File: src/design/slwm_pkg.sv
// Shared types and constants for the sound level window meter.
package slwm_pkg;

    localparam int SAMPLE_W  = 12;
    localparam int CENTRED_W = 13;
    localparam int LEVEL_W   = 12;
    localparam int DB_W      = 9;

    localparam logic [SAMPLE_W-1:0] DC_OFFSET_RESET = 12'd2048;

    localparam logic [LEVEL_W-1:0] DB_KNEE     = 12'd100;
    localparam logic [DB_W-1:0]    DB_LOW_BASE = 9'd40;
    localparam logic [DB_W-1:0]    DB_HIGH_BASE = 9'd60;
    // x/5 == (x*205)>>10 for x below 1024
    localparam logic [7:0]         DIV5_MUL    = 8'd205;
    localparam int                 DIV5_SHIFT  = 10;

    typedef struct packed {
        logic busy;
        logic done;
    } div_stat_t;

endpackage

File: src/design/slwm_div.sv
// Restoring divider, one quotient bit per cycle.
module slwm_div #(
    parameter int N = 18,
    parameter int D = 7
) (
    input  logic                aclk,
    input  logic                aresetn,
    input  logic                start,
    input  logic [N-1:0]        dividend,
    input  logic [D-1:0]        divisor,
    output logic [N-1:0]        quotient,
    output slwm_pkg::div_stat_t stat
);

    localparam int CW = $clog2(N + 1);

    logic [N-1:0]  quo_reg, quo_next;
    logic [D-1:0]  rem_reg, rem_next;
    logic [D-1:0]  dsr_reg, dsr_next;
    logic [CW-1:0] cnt_reg, cnt_next;
    logic          busy_reg, busy_next;
    logic          done_reg, done_next;
    logic [D:0]    shifted;

    always_comb begin
        quo_next  = quo_reg;
        rem_next  = rem_reg;
        dsr_next  = dsr_reg;
        cnt_next  = cnt_reg;
        busy_next = busy_reg;
        done_next = 1'b0;
        shifted   = {rem_reg, quo_reg[N-1]};
        if (start) begin
            quo_next  = dividend;
            rem_next  = '0;
            dsr_next  = divisor;
            cnt_next  = CW'(N);
            busy_next = 1'b1;
        end else if (busy_reg) begin
            if (shifted >= {1'b0, dsr_reg}) begin
                rem_next = D'(shifted - {1'b0, dsr_reg});
                quo_next = {quo_reg[N-2:0], 1'b1};
            end else begin
                rem_next = shifted[D-1:0];
                quo_next = {quo_reg[N-2:0], 1'b0};
            end
            cnt_next = cnt_reg - CW'(1);
            if (cnt_reg == CW'(1)) begin
                busy_next = 1'b0;
                done_next = 1'b1;
            end
        end
    end

    always_ff @(posedge aclk) begin
        quo_reg <= quo_next;
        rem_reg <= rem_next;
        dsr_reg <= dsr_next;
        cnt_reg <= cnt_next;
        if (!aresetn) begin
            busy_reg <= 1'b0;
            done_reg <= 1'b0;
        end else begin
            busy_reg <= busy_next;
            done_reg <= done_next;
        end
    end

    assign quotient  = quo_reg;
    assign stat.busy = busy_reg;
    assign stat.done = done_reg;

endmodule

File: src/design/sound_level_window_meter.sv
// Windowed sound level meter: DC removal, moving average of magnitudes, dB map.
//
// s_ channel: one raw 12-bit ADC sample per beat.
// m_ channel: one result beat per sample: centred sample, level and dB figure.
// cfg channel: writes the DC offset; always ready, write it while idle.
// One sample is processed at a time. After a sample beat the block reads the
// oldest magnitude from the ring memory, updates the running sum, then divides
// the sum by the sample count with a bit-serial divider (one bit per cycle
// over the sum width) and maps the level to dB. s_tready returns in the same
// cycle as the result enters the output register, so the next sample is
// taken only once the last one is through the divider and the dB map.
// The result sits in an output register; a stalled receiver holds it there
// and the next sample is taken meanwhile, its result waiting until the
// register empties.
// Reset clears the sum, the count, the pointer and the pipeline and sets the
// offset to 2048; the ring memory is not cleared, entries are read only once
// written.
module sound_level_window_meter #(
    parameter int WINDOW = 64
) (
    input  logic        aclk,
    input  logic        aresetn,
    input  logic        s_tvalid,
    output logic        s_tready,
    input  logic [15:0] s_tdata,   // [11:0] sample
    output logic        m_tvalid,
    input  logic        m_tready,
    output logic [39:0] m_tdata,   // [12:0] centred_sample, [24:13] level, [33:25] db_value
    input  logic        cfg_valid,
    output logic        cfg_ready,
    input  logic [11:0] cfg_data
);

    localparam int SUM_W = $clog2(WINDOW * 4095 + 1);
    localparam int FW    = $clog2(WINDOW + 1);
    localparam int PW    = $clog2(WINDOW);
    localparam int CW    = slwm_pkg::CENTRED_W;
    localparam int LW    = slwm_pkg::LEVEL_W;
    localparam int DW    = slwm_pkg::DB_W;

    typedef enum logic [4:0] {
        ST_IDLE = 5'b00001,
        ST_READ = 5'b00010,
        ST_ACC  = 5'b00100,
        ST_DIV  = 5'b01000,
        ST_DB   = 5'b10000
    } state_t;

    state_t          state_reg, state_next;
    logic [11:0]     dc_reg;
    logic [CW-1:0]   centred_reg, centred_next;
    logic [LW-1:0]   mag_reg, mag_next;
    logic [LW-1:0]   level_reg, level_next;
    logic [SUM_W-1:0] sum_reg, sum_next;
    logic [FW-1:0]   fill_reg, fill_next;
    logic [PW-1:0]   ptr_reg, ptr_next;
    logic [LW-1:0]   ring_rd_reg;
    logic            ring_we;
    logic            m_tvalid_reg, m_tvalid_next;
    logic [CW-1:0]   out_centred_reg, out_centred_next;
    logic [LW-1:0]   out_level_reg, out_level_next;
    logic [DW-1:0]   out_db_reg, out_db_next;
    logic            div_start;
    logic [SUM_W-1:0] quotient;
    slwm_pkg::div_stat_t div_stat;

    logic [LW-1:0]   ring_mem [WINDOW];

    logic            full;
    logic            below_knee;
    logic [LW-1:0]   over_knee;
    logic [9:0]      mul_in;
    logic [17:0]     product;
    logic [DW-1:0]   db_value;

    assign full      = (fill_reg == FW'(WINDOW));
    assign s_tready  = (state_reg == ST_IDLE);
    assign cfg_ready = 1'b1;

    // dB map: below the knee level/5 + 40, else (level-100)/20 + 60
    assign below_knee = (level_reg < slwm_pkg::DB_KNEE);
    assign over_knee  = level_reg - slwm_pkg::DB_KNEE;
    assign mul_in     = below_knee ? level_reg[9:0] : over_knee[11:2];
    assign product    = mul_in * slwm_pkg::DIV5_MUL;
    assign db_value   = (below_knee ? slwm_pkg::DB_LOW_BASE : slwm_pkg::DB_HIGH_BASE)
                        + DW'(product[17:slwm_pkg::DIV5_SHIFT]);

    always_comb begin
        state_next       = state_reg;
        centred_next     = centred_reg;
        mag_next         = mag_reg;
        level_next       = level_reg;
        sum_next         = sum_reg;
        fill_next        = fill_reg;
        ptr_next         = ptr_reg;
        ring_we          = 1'b0;
        div_start        = 1'b0;
        m_tvalid_next    = m_tvalid_reg;
        out_centred_next = out_centred_reg;
        out_level_next   = out_level_reg;
        out_db_next      = out_db_reg;
        if (m_tvalid_reg && m_tready) begin
            m_tvalid_next = 1'b0;
        end
        unique case (state_reg)
            ST_IDLE: begin
                if (s_tvalid) begin
                    centred_next = {1'b0, s_tdata[11:0]} - {1'b0, dc_reg};
                    mag_next     = centred_next[CW-1] ? LW'(-centred_next)
                                                      : centred_next[LW-1:0];
                    state_next   = ST_READ;
                end
            end
            ST_READ: begin
                state_next = ST_ACC;
            end
            ST_ACC: begin
                if (full) begin
                    sum_next = sum_reg + SUM_W'(mag_reg) - SUM_W'(ring_rd_reg);
                end else begin
                    sum_next  = sum_reg + SUM_W'(mag_reg);
                    fill_next = fill_reg + FW'(1);
                end
                ring_we    = 1'b1;
                ptr_next   = (ptr_reg == PW'(WINDOW - 1)) ? '0 : ptr_reg + PW'(1);
                div_start  = 1'b1;
                state_next = ST_DIV;
            end
            ST_DIV: begin
                if (div_stat.done) begin
                    level_next = quotient[LW-1:0];
                    state_next = ST_DB;
                end
            end
            ST_DB: begin
                if (!m_tvalid_reg || m_tready) begin
                    m_tvalid_next    = 1'b1;
                    out_centred_next = centred_reg;
                    out_level_next   = level_reg;
                    out_db_next      = db_value;
                    state_next       = ST_IDLE;
                end
            end
            default: begin
                state_next = ST_IDLE;
            end
        endcase
    end

    always_ff @(posedge aclk) begin
        if (ring_we) begin
            ring_mem[ptr_reg] <= mag_reg;
        end
        ring_rd_reg <= ring_mem[ptr_reg];
    end

    always_ff @(posedge aclk) begin
        centred_reg     <= centred_next;
        mag_reg         <= mag_next;
        level_reg       <= level_next;
        out_centred_reg <= out_centred_next;
        out_level_reg   <= out_level_next;
        out_db_reg      <= out_db_next;
        if (!aresetn) begin
            state_reg    <= ST_IDLE;
            sum_reg      <= '0;
            fill_reg     <= '0;
            ptr_reg      <= '0;
            m_tvalid_reg <= 1'b0;
            dc_reg       <= slwm_pkg::DC_OFFSET_RESET;
        end else begin
            state_reg    <= state_next;
            sum_reg      <= sum_next;
            fill_reg     <= fill_next;
            ptr_reg      <= ptr_next;
            m_tvalid_reg <= m_tvalid_next;
            if (cfg_valid) begin
                dc_reg <= cfg_data;
            end
        end
    end

    slwm_div #(
        .N (SUM_W),
        .D (FW)
    ) u_div (
        .aclk     (aclk),
        .aresetn  (aresetn),
        .start    (div_start),
        .dividend (sum_next),
        .divisor  (fill_next),
        .quotient (quotient),
        .stat     (div_stat)
    );

    assign m_tvalid = m_tvalid_reg;
    assign m_tdata  = {6'd0, out_db_reg, out_level_reg, out_centred_reg};

endmodule

File: config.mk
export PLATFORM = sky130hd
export DESIGN_NAME = sound_level_window_meter
export DESIGN_NICKNAME = d
export VERILOG_FILES = /design/src/design/slwm_pkg.sv /design/src/design/slwm_div.sv /design/src/design/sound_level_window_meter.sv
export SDC_FILE = /design/constraint.sdc
export NUM_CORES = 1
export LEC_CHECK = 0
export ABC_AREA = 1
export BUFFER_PORTS_ARGS = -buffer_cell sky130_fd_sc_hd__clkbuf_2
export CORE_MARGIN = 4
export CORE_UTILIZATION = 24
export CTS_CLUSTER_SIZE = 16
export DETAILED_ROUTE_END_ITERATION = 10
export MAX_ROUTING_LAYER = met4
export REMOVE_ABC_BUFFERS = 1
export SLEW_MARGIN = 20
export SYNTH_ARGS = -nofsm -noshare
export SYNTH_HDL_FRONTEND = slang
export SYNTH_SLANG_ARGS = --single-unit
File: constraint.sdc
create_clock -name aclk -period 11.5 [get_ports aclk]
set_input_delay 1.15 -clock aclk [delete_from_list [all_inputs] [get_ports aclk]]
set_output_delay 1.15 -clock aclk [all_outputs]
set_load 0.02 [all_outputs]
Word-level counts from Yosys, hierarchy flattened

Memory sizes are Yosys's and may differ from the RTL's. A register that Yosys moved wholly into a read port is not among the register bits.
Index checks and enable logic that the tools add are counted.

Bitwise logic cells: 2
$lt $le $gt $ge: 2
Multipliers: 1
Mux-type cells: 26
Add/subtract/negate cells: 10
Equal/unequal tests: 11
Reduce and logical (&&, ||, !) cells: 9

Operators by type and width:

| kind                                                         | number |
|---|---|
| 2-to-1 mux 18 bit                                            | 4 |
| case mux 5 bit (5 select lines)                              | 1 |
| 2-to-1 mux 7 bit                                             | 3 |
| 2-to-1 mux 5 bit                                             | 4 |
| adder 18 x 12 -> 18 bit                                      | 1 |
| multiplier 10 x 8 -> 18 bit (second input constant)          | 1 |
| subtractor 18 x 12 -> 18 bit                                 | 1 |
| subtractor 12 x 12 -> 13 bit                                 | 1 |
| less-than comparator 12 x 7 -> 1 bit (second input constant) | 1 |
| 2-to-1 mux 12 bit                                            | 1 |
| negation 12 bit                                              | 1 |
| subtractor 12 x 7 -> 12 bit (second input constant)          | 1 |
| 2-to-1 mux 1 bit                                             | 11 |
| equality test 5 x 1 -> 1 bit (second input constant)         | 2 |
| 2-to-1 mux 10 bit                                            | 1 |
| adder 6 x 8 -> 9 bit                                         | 1 |
| >= comparator 8 x 7 -> 1 bit                                 | 1 |
| adder 7 x 1 -> 7 bit (second input constant)                 | 1 |
| equality test 7 bit (second input constant)                  | 1 |
| subtractor 7 bit                                             | 1 |
| adder 6 x 1 -> 6 bit (second input constant)                 | 1 |
| equality test 6 bit (second input constant)                  | 1 |
| 2-to-1 mux 6 bit                                             | 1 |
| AND reduction 2 bit                                          | 3 |
| other kinds (14)                                             | 16 |

Logic and storage cells: 80
Memories kept: 1
Input bits: 33
Memory bits (writable): 768
Output and inout bits: 43
Flip-flop bits (word level): 159

Memory list:

| memory   | words | bits a word | rd ports | clocked after Yosys merged registers in | wr ports | line                           | source |
|---|---|---|---|---|---|---|---|
| ring_mem | 64    | 12          | 1        | 1                                       | 1        | sound_level_window_meter.sv:67 | `logic [LW-1:0] ring_mem [WINDOW];` |

Depth between registers and ports, before layout

Word-level depth: 5
Depth in mapped cells: 32
Mapped depth without buffers: 32

Modules after synthesis

Synthesis repeated with hierarchy kept, for this count alone.

Cell total of the unflattened synthesis: 3128
Area, all modules: 39297.7 um2

By module, submodules not included:

| module                   | sequential area each (um2) | area an instance (um2) | times used | cells each |
|---|---|---|---|---|
| sound_level_window_meter | 26385.3                    | 37293.3                | 1          | 2888 |
| slwm_div                 | 1031.0                     | 2004.4                 | 1          | 240 |

Worst setup path before layout

OpenSTA, ideal clock, no wires.

Path type: register to register
From: reg level_reg[2]
To: reg out_db_reg[6] (data pin)
Arrival time: 4.826 ns
Path slack: 6.416 ns
Required time: 11.242 ns
Stages on the path, launching flop included: 28
Path buffers: 0
Period minus slack after synthesis: 5.084 ns
Setup time: 0.258 ns
Cells stage by stage: edfxtp_1 -> inv_1 -> ha_1 -> nand2_1 -> nand3_2 -> nand3_4 -> inv_1 -> o21ai_0 -> ha_1 -> inv_1 -> fa_1 -> inv_1 -> fa_1 -> inv_1 -> fa_1 -> inv_1 -> ha_1 -> nand2_1 -> o21ai_0 -> inv_1 -> nand2_1 -> xor2_1 -> ha_1 -> inv_1 -> ha_1 -> o21ai_0 -> nor2_2 -> xor2_1

Cells in the longest elaborated chain, start to end: 4
Elaborated cells between the ends (all ways): 6
Classes of those cells: add/sub: 2; mul: 1; order compare: 1; mux: 2

RTL lines:

| item                                                                                       | line                                                           | source |
|---|---|---|
| start, declared                                                                            | sound_level_window_meter.sv:53                                 | `logic [LW-1:0] level_reg, level_next;` |
| start signal, assigned                                                                     | sound_level_window_meter.sv:160                                | `level_reg <= level_next;` |
| subtractor 12 x 7 -> 12 bit / less-than comparator 12 x 7 -> 1 bit (equally long branches) | sound_level_window_meter.sv:82, sound_level_window_meter.sv:81 |  |
| 2-to-1 mux 10 bit                                                                          | sound_level_window_meter.sv:83                                 | `assign mul_in = below_knee ? level_reg[9:0] : over_knee[11:2];` |
| multiplier 10 x 8 -> 18 bit                                                                | sound_level_window_meter.sv:84                                 | `assign product = mul_in * slwm_pkg::DIV5_MUL;` |
| adder 6 x 8 -> 9 bit *                                                                     | sound_level_window_meter.sv:86                                 | `+ DW'(product[17:slwm_pkg::DIV5_SHIFT]);` |
| via db_value[6]                                                                            | sound_level_window_meter.sv:74                                 | `logic [DW-1:0] db_value;` |
| end signal, assigned                                                                       | sound_level_window_meter.sv:163                                | `out_db_reg <= out_db_next;` |
| end, declared                                                                              | sound_level_window_meter.sv:62                                 | `logic [DW-1:0] out_db_reg, out_db_next;` |

The timed path passes the listed nets; every way through them passes the cells marked *.
A chain may end at the register's enable or synchronous reset.

Final worst setup path

Same ends and word-level chain as after synthesis.

==> flow_metrics.env <==
export IMPL_status="finished clean"
export IMPL_initial_utilization_pct=24.25
export IMPL_r2r_cells=27
export IMPL_finalCriticalPeriod_ns=5.658
export IMPL_path_clk_slew_ns=0.06
export IMPL_finalWeightedCongestion=0.8352
export IMPL_num_vias=24580
export IMPL_power_leakage_nw=16.25
export IMPL_cp_end_kind="flip-flop"
export IMPL_clockRootBuffer="clkbuf_16"
export IMPL_worstPathMaxFanout=11
export IMPL_cts_buffers=96
export IMPL_clockBufferDepth=3
export IMPL_syn_area_um2=39120
export IMPL_synth_ff_type="edfxtp_1"
export IMPL_cts_hold_buffers=0
export IMPL_whs_ns=0.4208
export IMPL_report_final_slew_viol_count=0
export IMPL_place_ws_ns=5.762
export IMPL_setup_ws_ns=5.842
export IMPL_drtIter0Drc=2168
export IMPL_post_cts_buffers=0
export IMPL_drive_gt1_share_pct=11.17
export IMPL_layout_common_cells="edfxtp_1 (863), nand2_1 (648), inv_1 (286), nor2_1 (161), a22oi_1 (118)"
export IMPL_die_y_um=411.7
export IMPL_largest_register_ffs=768
export IMPL_track_usage_pct=11.96
export IMPL_crit_type="flip-flop to flip-flop"
export IMPL_routed_wl_um=100600
export IMPL_syn_to_final_growth_pct=16.55
export IMPL_fp_dieArea_um2=169500
export IMPL_syn_mean_instance_area_um2=12.77
export IMPL_cts_tree="yes"
export IMPL_timing_fmax_mhz=176.8
export IMPL_ctsResizeCount=0
export IMPL_fin_nets=3385
export IMPL_cp_start_kind="flip-flop"
export IMPL_peakVddDrop_mv=0.1221
export IMPL_powerDensity_nw_per_um2=160.6
export IMPL_antenna_found_initial=1
export IMPL_dp_hpwl_um=59320
export IMPL_worst_pin_slew_ns=0.8809
export IMPL_synth_edff_count=863
export IMPL_placement_rows=147
export IMPL_cts_sinks=938
export IMPL_wire_per_inst_um=18.37
export IMPL_grt_max_degree=67
export IMPL_mostFrequentLayoutCell="edfxtp_1"
export IMPL_hold_viol_final=0
export IMPL_port_buffers=64
export IMPL_io_pins=76
export IMPL_first_pass_iters=6
export IMPL_worstReg2RegEnd="out_db_reg[6]$_DFFE_PP_"
export IMPL_fin_setup_tns_ns=0
export IMPL_antenna_cells=0
export IMPL_cap_viol_max_count=0
export IMPL_cp_data_arrival_time_ns=6.05
export IMPL_setup_violations_final=0
export IMPL_gr_total_overflow=0
export IMPL_clock_latency_ns=0.66
export IMPL_syn_inst=3062
export IMPL_power_total_mw=7.320
export IMPL_async_reset_ff_share_pct=0
export IMPL_grt_pass1_wl_um=151500
export IMPL_r2r_slack_ns=5.84
export IMPL_first_global_vias=24070
export IMPL_fin_skew_ns=0.04303
export IMPL_htreeDepth=3
export IMPL_hp_start="centred_reg[1]$_DFFE_PP_"
export IMPL_ant_nets=0
export IMPL_viasPerCell=4.490
export IMPL_rsz0062_at_grt="false"
export IMPL_hold_end="out_centred_reg[1]$_DFFE_PP_"
export IMPL_yosysWarnings=0
export IMPL_die_x_um=411.7
export IMPL_worstReg2RegStart="level_reg[2]$_DFFE_PP_"
export IMPL_fin_crit_sh_pct=49.20
export IMPL_min_path_type="flip-flop to flip-flop"
export IMPL_synth_distinct_cells=57
export IMPL_coreArea_um2=161300
export IMPL_holdPathStages=0
export IMPL_crit_required_ns=11.89
export IMPL_synth_seq_cells=938
export IMPL_drc=0
export IMPL_yosysSeqAreaShare_pct=70.09
export IMPL_relSlewSlack_pct=41.06
[layer usage]
layer / track usage, % / up-vias / routed length, um
li1: - / 11440 / -
met1: 15.72 / 12170 / 43550
met2: 19.32 / 824 / 47880
met3: 1.634 / 136 / 6640
met4: 3.450 / 0 / 2489
met5: - / - / 0
[report_power, final]
part           switching [mW]  internal [mW]  total (mW)
combinational           0.319         0.0929       0.412
sequential             0.0104           3.87        3.88
clock                    1.32           1.72        3.03
total                    1.65           5.67        7.32
[critical path, stage by stage, from the launching register on]
cell	delay (ns)
edfxtp_1	0.38
inv_1	0.09
ha_1	0.23
nand2_1	0.11
nand3_2	0.14
nand3_4	0.18
inv_1	0.13
o21ai_0	0.39
ha_1	0.25
inv_1	0.06
fa_1	0.49
inv_1	0.05
fa_1	0.47
inv_1	0.05
fa_1	0.47
inv_1	0.04
ha_1	0.33
nand2_1	0.09
o21ai_0	0.25
inv_1	0.07
nand2_1	0.10
xor2_1	0.17
ha_1	0.16
inv_1	0.05
ha_1	0.22
o21ai_0	0.21
nor2_2	0.08
xor2_1	0.17
[cells by family (layout without fill, tap and decap cells)]
| group | Yosys count | after routing | synth area share (%) |
|---|---|---|---|
| buffers and inverters | 413 | 659 | 4.299 |
| AO/OA/AOI/OAI | 480 | 480 | 8.633 |
| flip-flops | 938 | 938 | 70.09 |
| adder cells (fa/ha/maj) | 121 | 121 | 4.254 |
| other | 2 | 7 | 0.01920 |
| XOR/XNOR | 47 | 47 | 1.052 |
| AND/OR/NAND/NOR | 1061 | 1061 | 11.65 |
[worst max path at each step]
stage,cells past startpoint,startpoint,to,slack (ns)
after CTS,27,level_reg[2]$_DFFE_PP_,out_db_reg[6]$_DFFE_PP_,5.76
after global placement,27,level_reg[2]$_DFFE_PP_,out_db_reg[6]$_DFFE_PP_,5.77
after floorplan,27,level_reg[2]$_DFFE_PP_,out_db_reg[6]$_DFFE_PP_,6.42
after global routing,27,level_reg[2]$_DFFE_PP_,out_db_reg[6]$_DFFE_PP_,5.37
final,27,level_reg[2]$_DFFE_PP_,out_db_reg[6]$_DFFE_PP_,5.84
after detailed placement,27,level_reg[2]$_DFFE_PP_,out_db_reg[6]$_DFFE_PP_,5.76
[synth_stat cells, types with 41 or more instances]
master,n,area (um^2)
dfxtp_1,75,1501
nand2_1,648,2432
o21ai_0,80,400.4
nor2_1,164,615.6
a221oi_1,66,578.1
buf_2,43,215.2
edfxtp_1,863,25910
a22oi_1,118,885.9
a22o_1,42,367.9
nand4_1,104,650.6
nand3_1,84,420.4
inv_1,287,1077
xor2_1,41,359.1
a21oi_1,96,480.5
ha_1,101,1264
[through the flow]
step	instance area [um^2]	utilization, %	cells
detailed placement	42480	26.34	5292
global route	45590	28.26	5473
floorplan	38600	-	2958
global placement	42480	26.34	5292
CTS	45560	28.24	5472
finish	45590	28.26	5473
[area by class of cell]
| type | instances | area (um^2) |
|---|---|---|
| fillers | 16390 | 115700 |
| flip-flops and latches | 938 | 27420 |
| multi-input cells | 1716 | 10070 |
| well taps | 2160 | 2703 |
| clock buffers | 116 | 2497 |
| repair buffers | 175 | 1174 |
| inverters | 304 | 1152 |
| clock inverters | 64 | 578.1 |
Note: power is estimated with default switching activity, not from simulation.
